==> config.mk <==
export PLATFORM = sky130hd
export DESIGN_NAME = dixon_q_outlier_window_unit
export DESIGN_NICKNAME = d
export VERILOG_FILES = /design/src/rtl/dqow_pkg.sv /design/src/rtl/dqow_ram.sv /design/src/rtl/dqow_ctrl.sv /design/src/rtl/dqow_dp.sv /design/src/rtl/dixon_q_outlier_window_unit.sv
export VERILOG_INCLUDE_DIRS = /design/src /design/src/rtl
export SDC_FILE = /design/constraint.sdc
export NUM_CORES = 1
export LEC_CHECK = 0
export BUFFER_PORTS_ARGS = -buffer_cell sky130_fd_sc_hd__buf_2
export CAP_MARGIN = 20
export CORE_MARGIN = 4
export CORE_UTILIZATION = 60
export CTS_CLUSTER_DIAMETER = 50
export DETAILED_ROUTE_END_ITERATION = 12
export GPL_ROUTABILITY_DRIVEN = 0
export GPL_TIMING_DRIVEN = 0
export HOLD_SLACK_MARGIN = 0.06
export MAX_ROUTING_LAYER = met4
export PLACE_DENSITY = 0.85
export SLEW_MARGIN = 40
export SYNTH_ARGS = -nofsm -noshare
export SYNTH_HDL_FRONTEND = slang
export SYNTH_SLANG_ARGS = --single-unit
==> constraint.sdc <==
create_clock -name i_clk -period 15.3 [get_ports i_clk]
set_input_delay 0.765 -clock i_clk [delete_from_list [all_inputs] [get_ports i_clk]]
set_output_delay 0.765 -clock i_clk [all_outputs]
set_load 0.01 [all_outputs]
==> src/rtl/assert_macros.svh <==
// Assertion macros used by the top RTL file of the outlier window unit.
`ifndef ASSERT_MACROS_SVH
`define ASSERT_MACROS_SVH
`ifndef SYNTHESIS
`define DQ_ASSERT(label, clk, rst_n, prop) \
    label: assert property (@(posedge clk) disable iff (!(rst_n)) (prop)) \
        else $error("dqow assertion failed");
`define DQ_ASSERT_ALWAYS(label, clk, prop) \
    label: assert property (@(posedge clk) (prop)) else $error("dqow assertion failed");
`else
`define DQ_ASSERT(label, clk, rst_n, prop)
`define DQ_ASSERT_ALWAYS(label, clk, prop)
`endif
`endif

==> src/rtl/dqow_pkg.sv <==
`timescale 1ns / 1ps
package dqow_pkg;

    localparam int WINDOW_SIZE_DEF  = 8;
    localparam int SAMPLE_WIDTH_DEF = 16;

    localparam int CRIT_W    = 10;
    localparam int TABLE_LEN = 28;
    localparam int MIN_SIZE  = 3;

    localparam logic [1:0] LEVEL_90 = 2'd0;
    localparam logic [1:0] LEVEL_95 = 2'd1;

    typedef enum logic [1:0] {
        VERDICT_NONE = 2'd0,
        VERDICT_LOW  = 2'd1,
        VERDICT_HIGH = 2'd2
    } t_verdict;

    typedef struct packed {
        logic accept;
        logic rd_en;
        logic gaps_en;
        logic mult_en;
        logic load_out;
    } t_cmd;

    typedef struct packed {
        logic full_after;
        logic rd_last;
        logic out_free;
    } t_status;

    // Q0.10 critical values for window sizes 3 to 30.
    localparam logic [CRIT_W-1:0] CRIT90 [TABLE_LEN] = '{
        10'd964, 10'd783, 10'd657, 10'd573, 10'd519, 10'd479, 10'd447,
        10'd422, 10'd401, 10'd385, 10'd370, 10'd357, 10'd346, 10'd337,
        10'd328, 10'd321, 10'd313, 10'd307, 10'd302, 10'd297, 10'd292,
        10'd288, 10'd284, 10'd280, 10'd275, 10'd272, 10'd269, 10'd266
    };
    localparam logic [CRIT_W-1:0] CRIT95 [TABLE_LEN] = '{
        10'd993, 10'd849, 10'd727, 10'd640, 10'd582, 10'd539, 10'd505,
        10'd477, 10'd455, 10'd436, 10'd420, 10'd406, 10'd393, 10'd383,
        10'd374, 10'd365, 10'd357, 10'd350, 10'd345, 10'd339, 10'd334,
        10'd329, 10'd325, 10'd319, 10'd315, 10'd312, 10'd308, 10'd297
    };
    localparam logic [CRIT_W-1:0] CRIT99 [TABLE_LEN] = '{
        10'd1018, 10'd948, 10'd841, 10'd758, 10'd696, 10'd649, 10'd612,
        10'd582, 10'd555, 10'd535, 10'd515, 10'd500, 10'd486, 10'd474,
        10'd463, 10'd453, 10'd443, 10'd435, 10'd428, 10'd421, 10'd414,
        10'd409, 10'd402, 10'd397, 10'd393, 10'd389, 10'd385, 10'd381
    };

    function automatic int table_index(input int size);
        int idx;
        idx = size - MIN_SIZE;
        if (idx < 0) begin
            idx = 0;
        end
        if (idx > TABLE_LEN - 1) begin
            idx = TABLE_LEN - 1;
        end
        return idx;
    endfunction

    function automatic logic [CRIT_W-1:0] crit_value(input logic [1:0] level, input int idx);
        logic [CRIT_W-1:0] v;
        case (level)
            LEVEL_90: v = CRIT90[idx];
            LEVEL_95: v = CRIT95[idx];
            default:  v = CRIT99[idx];
        endcase
        return v;
    endfunction

endpackage

==> src/rtl/dqow_ram.sv <==
`timescale 1ns / 1ps
module dqow_ram #(
    parameter int WIDTH = 16,
    parameter int DEPTH = 8
) (
    input  logic                     i_clk,
    input  logic                     i_we,
    input  logic [$clog2(DEPTH)-1:0] i_waddr,
    input  logic [WIDTH-1:0]         i_wdata,
    input  logic                     i_re,
    input  logic [$clog2(DEPTH)-1:0] i_raddr,
    output logic [WIDTH-1:0]         o_rdata
);

    logic [WIDTH-1:0] r_mem [DEPTH];
    logic [WIDTH-1:0] r_rdata;

    always_ff @(posedge i_clk) begin
        if (i_we) begin
            r_mem[i_waddr] <= i_wdata;
        end
        if (i_re) begin
            r_rdata <= r_mem[i_raddr];
        end
    end

    assign o_rdata = r_rdata;

endmodule

==> src/rtl/dqow_ctrl.sv <==
`timescale 1ns / 1ps
module dqow_ctrl
    import dqow_pkg::*;
(
    input  logic    i_clk,
    input  logic    i_rst_n,
    input  logic    i_in_valid,
    input  t_status i_status,
    output t_cmd    o_cmd,
    output logic    o_in_stall
);

    typedef enum logic [5:0] {
        ST_IDLE  = 6'b000001,
        ST_SCAN  = 6'b000010,
        ST_DRAIN = 6'b000100,
        ST_GAPS  = 6'b001000,
        ST_MULT  = 6'b010000,
        ST_DONE  = 6'b100000
    } t_state;

    t_state r_state;
    t_state n_state;

    always_comb begin
        n_state = r_state;
        o_cmd   = '0;
        case (r_state)
            ST_IDLE: begin
                if (i_in_valid) begin
                    o_cmd.accept = 1'b1;
                    n_state      = i_status.full_after ? ST_SCAN : ST_DONE;
                end
            end
            ST_SCAN: begin
                o_cmd.rd_en = 1'b1;
                if (i_status.rd_last) begin
                    n_state = ST_DRAIN;
                end
            end
            ST_DRAIN: begin
                n_state = ST_GAPS;
            end
            ST_GAPS: begin
                o_cmd.gaps_en = 1'b1;
                n_state       = ST_MULT;
            end
            ST_MULT: begin
                o_cmd.mult_en = 1'b1;
                n_state       = ST_DONE;
            end
            ST_DONE: begin
                if (i_status.out_free) begin
                    o_cmd.load_out = 1'b1;
                    n_state        = ST_IDLE;
                end
            end
            default: begin
                n_state = ST_IDLE;
            end
        endcase
    end

    always_ff @(posedge i_clk) begin
        if (!i_rst_n) begin
            r_state <= ST_IDLE;
        end else begin
            r_state <= n_state;
        end
    end

    assign o_in_stall = (r_state != ST_IDLE);

endmodule

==> src/rtl/dqow_dp.sv <==
`timescale 1ns / 1ps
module dqow_dp
    import dqow_pkg::*;
#(
    parameter int WINDOW_SIZE  = WINDOW_SIZE_DEF,
    parameter int SAMPLE_WIDTH = SAMPLE_WIDTH_DEF
) (
    input  logic                           i_clk,
    input  logic                           i_rst_n,
    input  t_cmd                           i_cmd,
    output t_status                        o_status,
    input  logic signed [SAMPLE_WIDTH-1:0] i_sample,
    input  logic                           i_cfg_we,
    input  logic [1:0]                     i_cfg_data,
    output logic                           o_out_valid,
    input  logic                           i_out_stall,
    output logic [1:0]                     o_out_verdict,
    output logic                           o_out_window_full
);

    localparam int AW   = $clog2(WINDOW_SIZE);
    localparam int SW   = SAMPLE_WIDTH;
    localparam int PW   = SAMPLE_WIDTH + CRIT_W;
    localparam int CIDX = table_index(WINDOW_SIZE);
    localparam logic [AW-1:0] LAST = AW'(WINDOW_SIZE - 1);
    localparam logic signed [SW-1:0] S_MAX = {1'b0, {(SW-1){1'b1}}};
    localparam logic signed [SW-1:0] S_MIN = {1'b1, {(SW-1){1'b0}}};

    logic [AW-1:0]          r_slot;
    logic                   r_filled;
    logic                   r_run;
    logic [AW-1:0]          r_rd_addr;
    logic                   r_rd_vld;
    logic                   r_rd_first;
    logic [1:0]             r_level;
    logic signed [SW-1:0]   r_min1;
    logic signed [SW-1:0]   r_min2;
    logic signed [SW-1:0]   r_max1;
    logic signed [SW-1:0]   r_max2;
    logic [SW-1:0]          r_range;
    logic [SW-1:0]          r_low_gap;
    logic [SW-1:0]          r_high_gap;
    logic [PW-1:0]          r_crit_rng;
    logic [PW-1:0]          r_low_sc;
    logic [PW-1:0]          r_high_sc;
    logic                   r_out_valid;
    t_verdict               r_verdict;
    logic                   r_out_full;

    logic [SW-1:0]          rd_data;
    logic signed [SW-1:0]   rd_sample;
    logic [SW:0]            range_full;
    logic [SW:0]            low_full;
    logic [SW:0]            high_full;
    logic [CRIT_W-1:0]      crit;
    t_verdict               verdict;

    dqow_ram #(
        .WIDTH (SW),
        .DEPTH (WINDOW_SIZE)
    ) u_window (
        .i_clk   (i_clk),
        .i_we    (i_cmd.accept),
        .i_waddr (r_slot),
        .i_wdata (i_sample),
        .i_re    (i_cmd.rd_en),
        .i_raddr (r_rd_addr),
        .o_rdata (rd_data)
    );

    assign rd_sample = $signed(rd_data);

    assign o_status.full_after = r_filled || (r_slot == LAST);
    assign o_status.rd_last    = (r_rd_addr == LAST);
    assign o_status.out_free   = !r_out_valid || !i_out_stall;

    assign range_full = {r_max1[SW-1], r_max1} - {r_min1[SW-1], r_min1};
    assign low_full   = {r_min2[SW-1], r_min2} - {r_min1[SW-1], r_min1};
    assign high_full  = {r_max1[SW-1], r_max1} - {r_max2[SW-1], r_max2};
    assign crit       = crit_value(r_level, CIDX);

    always_comb begin
        if (!r_run) begin
            verdict = VERDICT_NONE;
        end else if (r_high_sc > r_crit_rng) begin
            verdict = VERDICT_HIGH;
        end else if (r_low_sc > r_crit_rng) begin
            verdict = VERDICT_LOW;
        end else begin
            verdict = VERDICT_NONE;
        end
    end

    always_ff @(posedge i_clk) begin
        if (!i_rst_n) begin
            r_slot      <= '0;
            r_filled    <= 1'b0;
            r_run       <= 1'b0;
            r_rd_addr   <= '0;
            r_rd_vld    <= 1'b0;
            r_rd_first  <= 1'b0;
            r_level     <= LEVEL_90;
            r_out_valid <= 1'b0;
        end else begin
            if (i_cfg_we) begin
                r_level <= i_cfg_data;
            end
            if (i_cmd.accept) begin
                r_slot    <= (r_slot == LAST) ? '0 : r_slot + AW'(1);
                r_filled  <= o_status.full_after;
                r_run     <= o_status.full_after;
                r_rd_addr <= '0;
            end else if (i_cmd.rd_en) begin
                r_rd_addr <= r_rd_addr + AW'(1);
            end
            r_rd_vld   <= i_cmd.rd_en;
            r_rd_first <= i_cmd.rd_en && (r_rd_addr == '0);
            if (i_cmd.load_out) begin
                r_out_valid <= 1'b1;
            end else if (!i_out_stall) begin
                r_out_valid <= 1'b0;
            end
        end
    end

    always_ff @(posedge i_clk) begin
        if (r_rd_vld) begin
            if (r_rd_first) begin
                r_min1 <= rd_sample;
                r_max1 <= rd_sample;
                r_min2 <= S_MAX;
                r_max2 <= S_MIN;
            end else begin
                if (rd_sample < r_min1) begin
                    r_min2 <= r_min1;
                    r_min1 <= rd_sample;
                end else if (rd_sample < r_min2) begin
                    r_min2 <= rd_sample;
                end
                if (rd_sample > r_max1) begin
                    r_max2 <= r_max1;
                    r_max1 <= rd_sample;
                end else if (rd_sample > r_max2) begin
                    r_max2 <= rd_sample;
                end
            end
        end
        if (i_cmd.gaps_en) begin
            r_range    <= range_full[SW-1:0];
            r_low_gap  <= low_full[SW-1:0];
            r_high_gap <= high_full[SW-1:0];
        end
        if (i_cmd.mult_en) begin
            r_crit_rng <= {{SW{1'b0}}, crit} * {{CRIT_W{1'b0}}, r_range};
            r_low_sc   <= {r_low_gap, {CRIT_W{1'b0}}};
            r_high_sc  <= {r_high_gap, {CRIT_W{1'b0}}};
        end
        if (i_cmd.load_out) begin
            r_verdict  <= verdict;
            r_out_full <= r_run;
        end
    end

    assign o_out_valid       = r_out_valid;
    assign o_out_verdict     = r_verdict;
    assign o_out_window_full = r_out_full;

endmodule

==> src/rtl/dixon_q_outlier_window_unit.sv <==
// While the window fills, the controller goes from ST_IDLE to ST_DONE; once it is full,
// it passes ST_SCAN, ST_DRAIN, ST_GAPS and ST_MULT first, and the result is registered
// in ST_DONE once the output is free. A sample is accepted only in ST_IDLE, so none is
// taken until the result is loaded; the scan reads one entry per cycle via the read port.
// Reset is synchronous and active low; it empties the window and selects the 90% level.
`timescale 1ns / 1ps
`include "assert_macros.svh"
module dixon_q_outlier_window_unit
    import dqow_pkg::*;
#(
    parameter int WINDOW_SIZE  = WINDOW_SIZE_DEF,
    parameter int SAMPLE_WIDTH = SAMPLE_WIDTH_DEF
) (
    input  logic                           i_clk,
    input  logic                           i_rst_n,
    input  logic                           i_in_valid,
    output logic                           o_in_stall,
    input  logic signed [SAMPLE_WIDTH-1:0] i_in_sample,
    output logic                           o_out_valid,
    input  logic                           i_out_stall,
    output logic [1:0]                     o_out_verdict,
    output logic                           o_out_window_full,
    input  logic                           i_cfg_valid,
    output logic                           o_cfg_ready,
    input  logic [1:0]                     i_cfg_data
);

    t_cmd    cmd;
    t_status status;

    assign o_cfg_ready = 1'b1;

    dqow_ctrl u_ctrl (
        .i_clk      (i_clk),
        .i_rst_n    (i_rst_n),
        .i_in_valid (i_in_valid),
        .i_status   (status),
        .o_cmd      (cmd),
        .o_in_stall (o_in_stall)
    );

    dqow_dp #(
        .WINDOW_SIZE  (WINDOW_SIZE),
        .SAMPLE_WIDTH (SAMPLE_WIDTH)
    ) u_dp (
        .i_clk             (i_clk),
        .i_rst_n           (i_rst_n),
        .i_cmd             (cmd),
        .o_status          (status),
        .i_sample          (i_in_sample),
        .i_cfg_we          (i_cfg_valid),
        .i_cfg_data        (i_cfg_data),
        .o_out_valid       (o_out_valid),
        .i_out_stall       (i_out_stall),
        .o_out_verdict     (o_out_verdict),
        .o_out_window_full (o_out_window_full)
    );

    `DQ_ASSERT(a_busy_after_transfer, i_clk, i_rst_n, i_in_valid && !o_in_stall |=> o_in_stall)
    `DQ_ASSERT(a_no_verdict_when_filling, i_clk, i_rst_n, o_out_valid && !o_out_window_full |-> o_out_verdict == VERDICT_NONE)
    `DQ_ASSERT_ALWAYS(a_reset_idle, i_clk, !i_rst_n |=> !o_out_valid && !o_in_stall)

endmodule
### After elaboration in Yosys (flattened, before gate mapping)

Memories as Yosys holds them, arrays and structs flattened. A register that Yosys moved wholly into a read port is not among the register bits.
Cells that the tools add are included.

* $add $sub $neg: 5
* $mul: 1
* div/mod/pow operators: 0
* $lt $le $gt $ge: 6
* eq/ne operators: 14
* shift-type cells: 0
* muxes and demuxes: 28
* bitwise operators: 2
* reduce and logical (&&, ||, !) cells: 18

Operators by type and width (number)
* $mux W16: 8
* $gt A26 B26 Y1: 2
* $sub A16 B16 Y16: 3
* $pmux W6 S6: 1
* $gt A16 B16 Y1: 2
* $lt A16 B16 Y1: 2
* $mul A10 B16 Y26: 1
* $mux W6: 4
* $pmux W10 S2: 1
* $mux W1: 12
* $reduce_and A2 Y1: 4
* $add A3 B1 Y3 const B: 2
* $eq A3 B3 Y1 const B: 2
* $eq A6 B1 Y1 const B: 1
* $eq A6 B2 Y1 const B: 1
* $eq A6 B3 Y1 const B: 1
* $eq A6 B4 Y1 const B: 1
* $eq A6 B5 Y1 const B: 1
* $eq A6 B6 Y1 const B: 1
* $ne A2 B2 Y1 const B: 3
* $ne A6 B1 Y1 const B: 1
* $reduce_bool A3 Y1: 2
* $reduce_bool A2 Y1: 2
* $reduce_or A2 Y1: 2
* 11 further kinds: 14

* flip-flop bits (word level): 191
* latch bits: 0
* RAM bits: 128
* ROM bits: 0
* bits of input ports: 23
* output and inout bits: 6
* word-level logic and storage cells: 96
* memories kept: 1

Memory list
* u_dp.u_window.r_mem: depth 8, width 16, rd ports 1, clocked after Yosys merged registers in 1, write ports 1, RTL line dqow_ram.sv:15 `logic [WIDTH-1:0] r_mem [DEPTH];`

### Depth between registers and ports, before layout

Gate-level depths: netlist of run 1.

* depth in word-level cells: 5
* depth in mapped cells: 22
* gate-level depth less buffers: 20

### Modules after synthesis

From an unflattened synthesis of run 1, not the netlist that was laid out.

* cells, all modules: 1698
* area total of the unflattened synthesis: 21175.3 um^2

By module, submodules not included
* dqow_dp: times used 1, cells an instance 1442, area an instance 15329.7 um^2, sequential area each 5435.2 um^2
* dqow_ram: times used 1, cells an instance 214, area an instance 5454.0 um^2, sequential area each 4324.1 um^2
* dqow_ctrl: times used 1, cells an instance 40, area an instance 380.4 um^2, sequential area each 120.1 um^2
* dixon_q_outlier_window_unit: times used 1, cells an instance 2, area an instance 11.3 um^2, sequential area each 0.0 um^2

### Worst setup path before layout of run 1

No wires, ideal clock.

* path type: reg-to-reg
* start point: reg u_dp.r_level[1]
* end point: reg u_dp.r_crit_rng[19], data pin
* arrival time: 5.278 ns
* data required time: 15.037 ns
* path slack: 9.759 ns
* stages on the path, launching flop included: 22
* path buffers: 2
* clock period less this slack: 5.541 ns
* cell sequence: dfxtp_1 -> clkbuf_1 -> or2_0 -> clkbuf_1 -> nor2_1 -> fa_1 -> fa_1 -> inv_1 -> fa_1 -> inv_1 -> fa_1 -> inv_1 -> fa_1 -> inv_1 -> ha_1 -> a21o_1 -> nand2_1 -> o221ai_1 -> o32ai_2 -> nor2_1 -> a311oi_1 -> xnor2_1

* longest elaborated chain between the ends: 3
* elaborated cells between the ends (all ways): 4

RTL lines
* start: declaration: RTL line dqow_dp.sv:35 `logic [1:0] r_level;`
* start signal: assignment: RTL line dqow_dp.sv:106 `r_level <= i_cfg_data;`
* $eq A2 B1 Y1 / $logic_not A2 Y1 (equally long branches): RTL line dqow_pkg.sv:68 `case (level)`
* $pmux W10 S2 *: RTL line dqow_pkg.sv:68
* $mul A10 B16 Y26 *: RTL line dqow_dp.sv:154 `r_crit_rng <= {{SW{1'b0}}, crit} * {{CRIT_W{1'b0}}, r_range};`
* end signal: assignment: RTL line dqow_dp.sv:154
* end: declaration: RTL line dqow_dp.sv:43 `logic [PW-1:0] r_crit_rng;`

Every way passes the cells marked *; elsewhere a longest branch is shown, timed or not.
A chain may end at the register's enable or synchronous reset.

### Worst setup path in the final report of run 1

* start point: reg u_dp.r_level[1]
* end point: reg u_dp.r_crit_rng[25], data pin

Same word-level chain as after synthesis.

==> results.json, run 1 <==
{
  "status": "complete, no violations",
  "rsz0062_at_grt": "no",
  "post-dp-hpwl_um": 35580,
  "cp.required_ns": 15.57,
  "ys_seq_elements": 335,
  "holdPathEnd": "u_dp.r_low_sc[18]",
  "period_share_pct": 43.80,
  "worstHoldStart": "u_dp.r_low_gap[8]",
  "cts_max_path_buffers": 3,
  "initial_core_util_pct": 60.61,
  "cp_common_cell": "fa_1",
  "setup_tns_ns": 0,
  "crit_arrival_ns": 6.97,
  "numPortBuffers": 27,
  "synth_edf_count": 317,
  "htreeDepth": 2,
  "max_slew_margin_pct": 44.26,
  "vias": 13690,
  "ys_async_sr_fraction_pct": 0,
  "drv_slew": 0,
  "coreArea_um2": 34460,
  "setup_viol": 0,
  "syn_area_um2": 20890,
  "drt_wl_total_um": 48390,
  "fin_nets": 2082,
  "synth-main-ff-cell": "edfxtp_1",
  "r2r_start": "u_dp.r_level[1]",
  "hp-class": "register to register",
  "p_leak_nw": 9.604,
  "dp_cells": 2163,
  "antenna_found_initial": 0,
  "n_antenna_cell": 0,
  "fill_cells": 2328,
  "max_stage_delay_ns": 0.54,
  "cts_setup_buffers": 0,
  "final_common_cell": "edfxtp_1",
  "min_path_cells": 0,
  "drtAntennaViolNets": 0,
  "largest_registers": "u_dp.u_window.r_mem x128, u_dp.r_crit_rng x26",
  "max-cap-violations": 0,
  "synth_area_per_cell_um2": 12.60,
  "die_w_um": 194.6,
  "viasPerCell": 6.151,
  "core.rowCount": 68,
  "worst-path-max-fanout": 10,
  "grt_usage_pct": 26.55,
  "p_sw_mw": 0.8674,
  "path_clk_slew_ns": 0.06,
  "yosysWarnings": 0,
  "drc_errors": 0,
  "die_h_um": 194.6,
  "fmax_mhz": 149.2,
  "min_period_ns": 6.701,
  "p_sw_share_pct": 31.82,
  "ys_types": 85,
  "largest_reg_flops": 128,
  "pwr-share-comb_pct": 30.5,
  "globalRouteOverflowTotal": 0,
  "rr_worst_depth": 21,
  "final.setup_skew_ns": 0.01175,
  "drtIter0Drc": 1254,
  "grt_pass1_vias": 14060,
  "power_density_nw_per_um2": 118.7,
  "fin_cells": 2225,
  "worst_slew_pin_slew_ns": 0.8361,
  "seqPwrFrac_pct": 38.9,
  "reg2reg_to": "u_dp.r_crit_rng[25]",
  "drt_pass1_iterations": 5,
  "start_kind": "register",
  "synthesis.nets": 1994,
  "clock_latency_ns": 0.53,
  "regToRegSetupSlack_ns": 8.60,
  "dieArea_um2": 37860,
  "cts_sinks": 335,
  "multi_input_area_um2": 10110,
  "seq_area_frac_synth_pct": 47.30,
  "cts_resized": 0,
  "drive_gt1_share_pct": 11.41,
  "cts_tree": "built",
  "io_pins": 29,
  "slowest_stage": "fa_1",
  "pwr-share-clk_pct": 30.7,
  "critPathKind": "register to register",
  "cts-buffers-inserted": 35,
  "syn2layout_area_growth_pct": 9.987,
  "final-hold-violation-count": 0,
  "regMostFlops": "u_dp.u_window.r_mem",
  "irDropWorstVdd_v": 0.0001218,
  "final_cell_mix": "edfxtp_1, ha_1, inv_1",
  "seq_area_um2": 9879,
  "grt_pass1_wl_um": 77440,
  "root_buffer": "clkbuf_16",
  "grt_max_degree": 39,
  "cp-end-kind": "register",
  "wl_per_cell_um": 21.75,
  "worstPathCellList": "clkbuf_1 -> or2_0 -> clkbuf_1 -> nor2_1 -> fa_1 -> fa_1 -> inv_1 -> fa_1 -> inv_1 -> fa_1 -> inv_1 -> fa_1 -> inv_1 -> ha_1 -> a21o_1 -> nand2_1 -> o221ai_1 -> o32ai_2 -> o21ai_1 -> o41ai_2 -> xnor2_1",
  "syn_inst": 1657,
  "hold_buffers": 0,
  "p_int_mw": 1.858
}
-- Yosys cell counts (all sizes together), types with 8 or more instances --
master	n	area, um^2
o21a	20	150.1
a21boi	8	60.05
mux4	32	720.7
a21oi	71	366.6
xor2	17	148.9
nand2b	16	100.1
clkbuf	21	78.83
inv	216	810.8
mux2i	21	210.2
and2	29	183.9
dfxtp	18	360.4
and3	10	62.56
nand2	63	236.5
nor2	98	367.9
edfxtp	317	9519
nand3	14	70.07
fa	91	1822
a21o	51	384.1
nor2b	30	187.7
buf	10	68.82
o211ai	23	222.7
xnor2	44	385.4
o21ai	54	289.0
mux2	17	191.4
nor3	30	166.4
ha	223	2790
nand4	20	125.1
-- worst max path at each step --
stage | depth (start not counted) | end | slack, ns | startpoint
finish | 21 | u_dp.r_crit_rng[25] | 8.60 | u_dp.r_level[1]
global route | 21 | u_dp.r_crit_rng[25] | 8.34 | u_dp.r_level[1]
CTS | 21 | u_dp.r_crit_rng[25] | 8.70 | u_dp.r_level[1]
detailed placement | 21 | u_dp.r_crit_rng[25] | 8.74 | u_dp.r_level[1]
global placement | 21 | u_dp.r_crit_rng[25] | 8.83 | u_dp.r_level[1]
floorplan | 21 | u_dp.r_crit_rng[19] | 9.76 | u_dp.r_level[1]
-- through the flow --
step                      setup WS, ns  utilization [%]  power (mW)  hold slack (ns)  instance area, um^2
after floorplan                  9.759                -       1.668           0.4003                20890
after global routing             8.345            66.66       2.865           0.4197                22970
after global placement           8.830            62.65       1.869           0.4004                21590
final                            8.599            66.66       2.726           0.4109                22970
after CTS                        8.700            66.66       2.729           0.4164                22970
after detailed placement         8.736            63.40       1.897           0.4045                21850
-- layout make-up --
class	count	area share [%]
flip-flops and latches	335	43.01
clock buffers	44	4.140
well taps	455	2.478
plain buffers	31	0.6427
clock inverters	18	0.7462
inverters	216	3.530
multi-input cells	1075	43.99
repair buffers	51	1.460
-- power groups by stage --
stage          Combinational [mW]  Sequential [mW]  Clock [mW]
2_1_floorplan               0.591             1.08           0
3_3_place_gp                0.791             1.08           0
3_5_place_dp                0.819             1.08           0
4_1_cts                     0.831             1.06       0.838
5_1_grt                     0.923             1.06       0.881
6_report                    0.830             1.06       0.836
-- worst max-delay path, delay by kind of cell (launching register included) --
| kind | cells | cell delay (ns) |
|---|---|---|
| fa+ha+maj | 6 | 2.93 |
| compound gates | 5 | 1.16 |
| simple gates | 3 | 0.77 |
| flops | 1 | 0.32 |
| buf+inv | 6 | 1.12 |
| xor+xnor | 1 | 0.12 |
-- layer usage --
layer,track usage (%),wire (um),vias up
met5,-,0,-
met4,9.505,1915,0
met1,33.98,19220,6732
li1,-,-,6185
met3,3.536,3120,153
met2,44.01,24140,616
-- logic make-up after synthesis --
group,share of synthesized area [%]
other,0.01796
XOR/XNOR,2.558
flip-flops,47.30
AND/OR/NAND/NOR,8.525
buffers and inverters,4.589
adder cells (fa/ha/maj),22.08
multiplexers,5.374
AO/OA/AOI/OAI,9.550
(Power assumes the default switching activity.)
==> inputs of run 2 (changes only) <==
==> constraint.sdc (replaced) <==
create_clock -name i_clk -period 6.8 [get_ports i_clk]
set_input_delay 0.34 -clock i_clk [delete_from_list [all_inputs] [get_ports i_clk]]
set_output_delay 0.34 -clock i_clk [all_outputs]
set_load 0.01 [all_outputs]
==> run 2 against run 1 <==
Clock skew grew 0.0015 ns. Routed wire length rose by 0.19%. Highest routed layer unchanged. Register-to-register slack worse by 8.3 ns. Setup slack got worse by 8.3 ns.
==> results.json, run 2 (synthesized netlist as in run 1, its figures left out) <==
{
  "status": "complete, no violations",
  "clock_latency_ns": 0.53,
  "crit_arrival_ns": 6.80,
  "vias": 13750,
  "min_period_ns": 6.541,
  "drt_pass1_iterations": 7,
  "die_h_um": 194.6,
  "fmax_mhz": 152.9,
  "max-cap-violations": 0,
  "n_antenna_cell": 0,
  "worstHoldStart": "i_in_sample[8]",
  "viasPerCell": 6.175,
  "die_w_um": 194.6,
  "worstPathCellList": "clkbuf_1 -> or2_0 -> clkbuf_2 -> nor2_1 -> fa_1 -> fa_1 -> inv_1 -> fa_1 -> inv_1 -> fa_1 -> inv_1 -> fa_1 -> inv_1 -> ha_1 -> a21o_1 -> nand2_1 -> o221ai_1 -> o32ai_2 -> nor2_1 -> a311oi_1 -> xnor2_1",
  "setup_viol": 0,
  "largest_registers": "u_dp.u_window.r_mem x128, u_dp.r_crit_rng x26",
  "top_layer": "met4",
  "final_cell_mix": "edfxtp_1, ha_1, inv_1",
  "rsz0062_at_grt": "no",
  "final_common_cell": "edfxtp_1",
  "critPathBufInv": 6,
  "holdWs_ns": 0.07761,
  "wl_met1_um": 19210,
  "fin_nets": 2083,
  "antenna_found_initial": 0,
  "final.setup_skew_ns": 0.01324,
  "cp_top_family": "adder cells",
  "cp-end-kind": "register",
  "io_pins": 29,
  "fill_cells": 2330,
  "grt_pass1_vias": 14060,
  "p_total_mw": 6.131,
  "wl_per_cell_um": 21.78,
  "worst-path-max-fanout": 10,
  "drt_wl_total_um": 48490,
  "post-dp-hpwl_um": 35580,
  "critPathKind": "register to register",
  "hp-class": "input port to register",
  "slowest_stage": "fa_1",
  "drtAntennaViolNets": 0,
  "drive_gt1_share_pct": 11.52,
  "regMostFlops": "u_dp.u_window.r_mem",
  "cp_common_cell": "fa_1",
  "regToRegSetupSlack_ns": 0.26,
  "cts_setup_buffers": 0,
  "cts-buffers-inserted": 35,
  "drtIter0Drc": 1314,
  "worst_slew_pin_slew_ns": 0.8633,
  "initial_core_util_pct": 60.61,
  "core.rowCount": 68,
  "r2r_start": "u_dp.r_level[1]",
  "dieArea_um2": 37860,
  "startpoint": "u_dp.r_level[1]",
  "numPortBuffers": 27,
  "drv_slew": 0,
  "cts_tree": "built",
  "grt_max_degree": 39,
  "cts_max_path_buffers": 3,
  "irDropWorstVdd_v": 0.0002720,
  "period_share_pct": 96.19,
  "coreArea_um2": 34460,
  "max_stage_delay_ns": 0.53,
  "htreeDepth": 2,
  "grt_usage_pct": 26.56,
  "grt_pass1_wl_um": 77470,
  "root_buffer": "clkbuf_16",
  "largest_reg_flops": 128,
  "max_slew_margin_pct": 42.44,
  "pre_cts_ws_ns": 0.2364,
  "syn2layout_area_growth_pct": 10.05,
  "wl_met2_um": 24180,
  "start_kind": "register",
  "setup_tns_ns": 0,
  "p_leak_nw": 9.612,
  "power_density_nw_per_um2": 266.8,
  "drc_errors": 0,
  "globalRouteOverflowTotal": 0,
  "cts_sinks": 335,
  "cp.required_ns": 7.06,
  "path_clk_slew_ns": 0.06,
  "setup_ws_ns": 0.2594,
  "dr_wl_met3_um": 3198,
  "final-hold-violation-count": 0
}
-- run 2: changes by cell type in the layout (fill, tap and decap cells not counted) --
cell	previous run	this run
clkbuf_1	27	26
nor2_1	95	94
clkbuf_2	0	1
nor2_2	0	1
dlygate4sd3_1	0	1
-- run 2: area by class of cell --
type / count / area (um^2) / area share [%]
multi-input combinational: 1075 / 10110 / 43.98
sequential: 335 / 9879 / 42.98
clock buffer: 44 / 950.9 / 4.137
buffer: 31 / 148.9 / 0.6478
tap: 455 / 569.3 / 2.477
timing repair buffer: 52 / 345.3 / 1.502
clock inverter: 18 / 171.4 / 0.7458
inverter: 216 / 810.8 / 3.527
-- run 2: worst paths after layout --
kind | endpoint | depth (start not counted)
hold reg to reg | u_dp.r_low_sc[18] | 0
setup / recovery | u_dp.r_crit_rng[19] | 21
hold / removal | u_dp.u_window.r_mem[4][8] | 1
setup reg to reg | u_dp.r_crit_rng[19] | 21
-- run 2: worst register-to-register path, stage by stage, from the launching register on --
cell and delay [ns]:
dfxtp_1 0.32, clkbuf_1 0.47, or2_0 0.47, clkbuf_2 0.35, nor2_1 0.18, fa_1 0.53, fa_1 0.52, inv_1 0.05
fa_1 0.50, inv_1 0.07, fa_1 0.53, inv_1 0.05, fa_1 0.49, inv_1 0.04, ha_1 0.37, a21o_1 0.19
nand2_1 0.06, o221ai_1 0.21, o32ai_2 0.31, nor2_1 0.13, a311oi_1 0.33, xnor2_1 0.12
-- run 2: layer usage --
layer / up-vias / global-route usage, %
met1: 6782 / 33.95
met4: 0 / 9.505
met3: 152 / 3.536
li1: 6187 / -
met5: - / -
met2: 624 / 44.07
-- run 2: report_power, final --
part	total (mW)	internal [mW]	leakage [nW]	switching (mW)
Sequential	2.38	2.37	3.00	0.0157
Clock	1.88	1.08	0.538	0.799
Combinational	1.87	0.735	6.07	1.13
-- run 2: repair_timing --
action / CTS / global route
hold endpoints to repair: 1 / 0
hold buffers: 1 / 0
setup endpoints to repair: 0 / 5
resized for setup: 0 / 3
-- run 2: stage by stage --
stage | instances | cell area [um^2] | utilization (%)
floorplan | 1657 | 20890 | -
global placement | 2139 | 21590 | 62.65
detailed placement | 2163 | 21850 | 63.40
CTS | 2226 | 22980 | 66.69
global route | 2226 | 22980 | 66.70
finish | 2226 | 22980 | 66.70
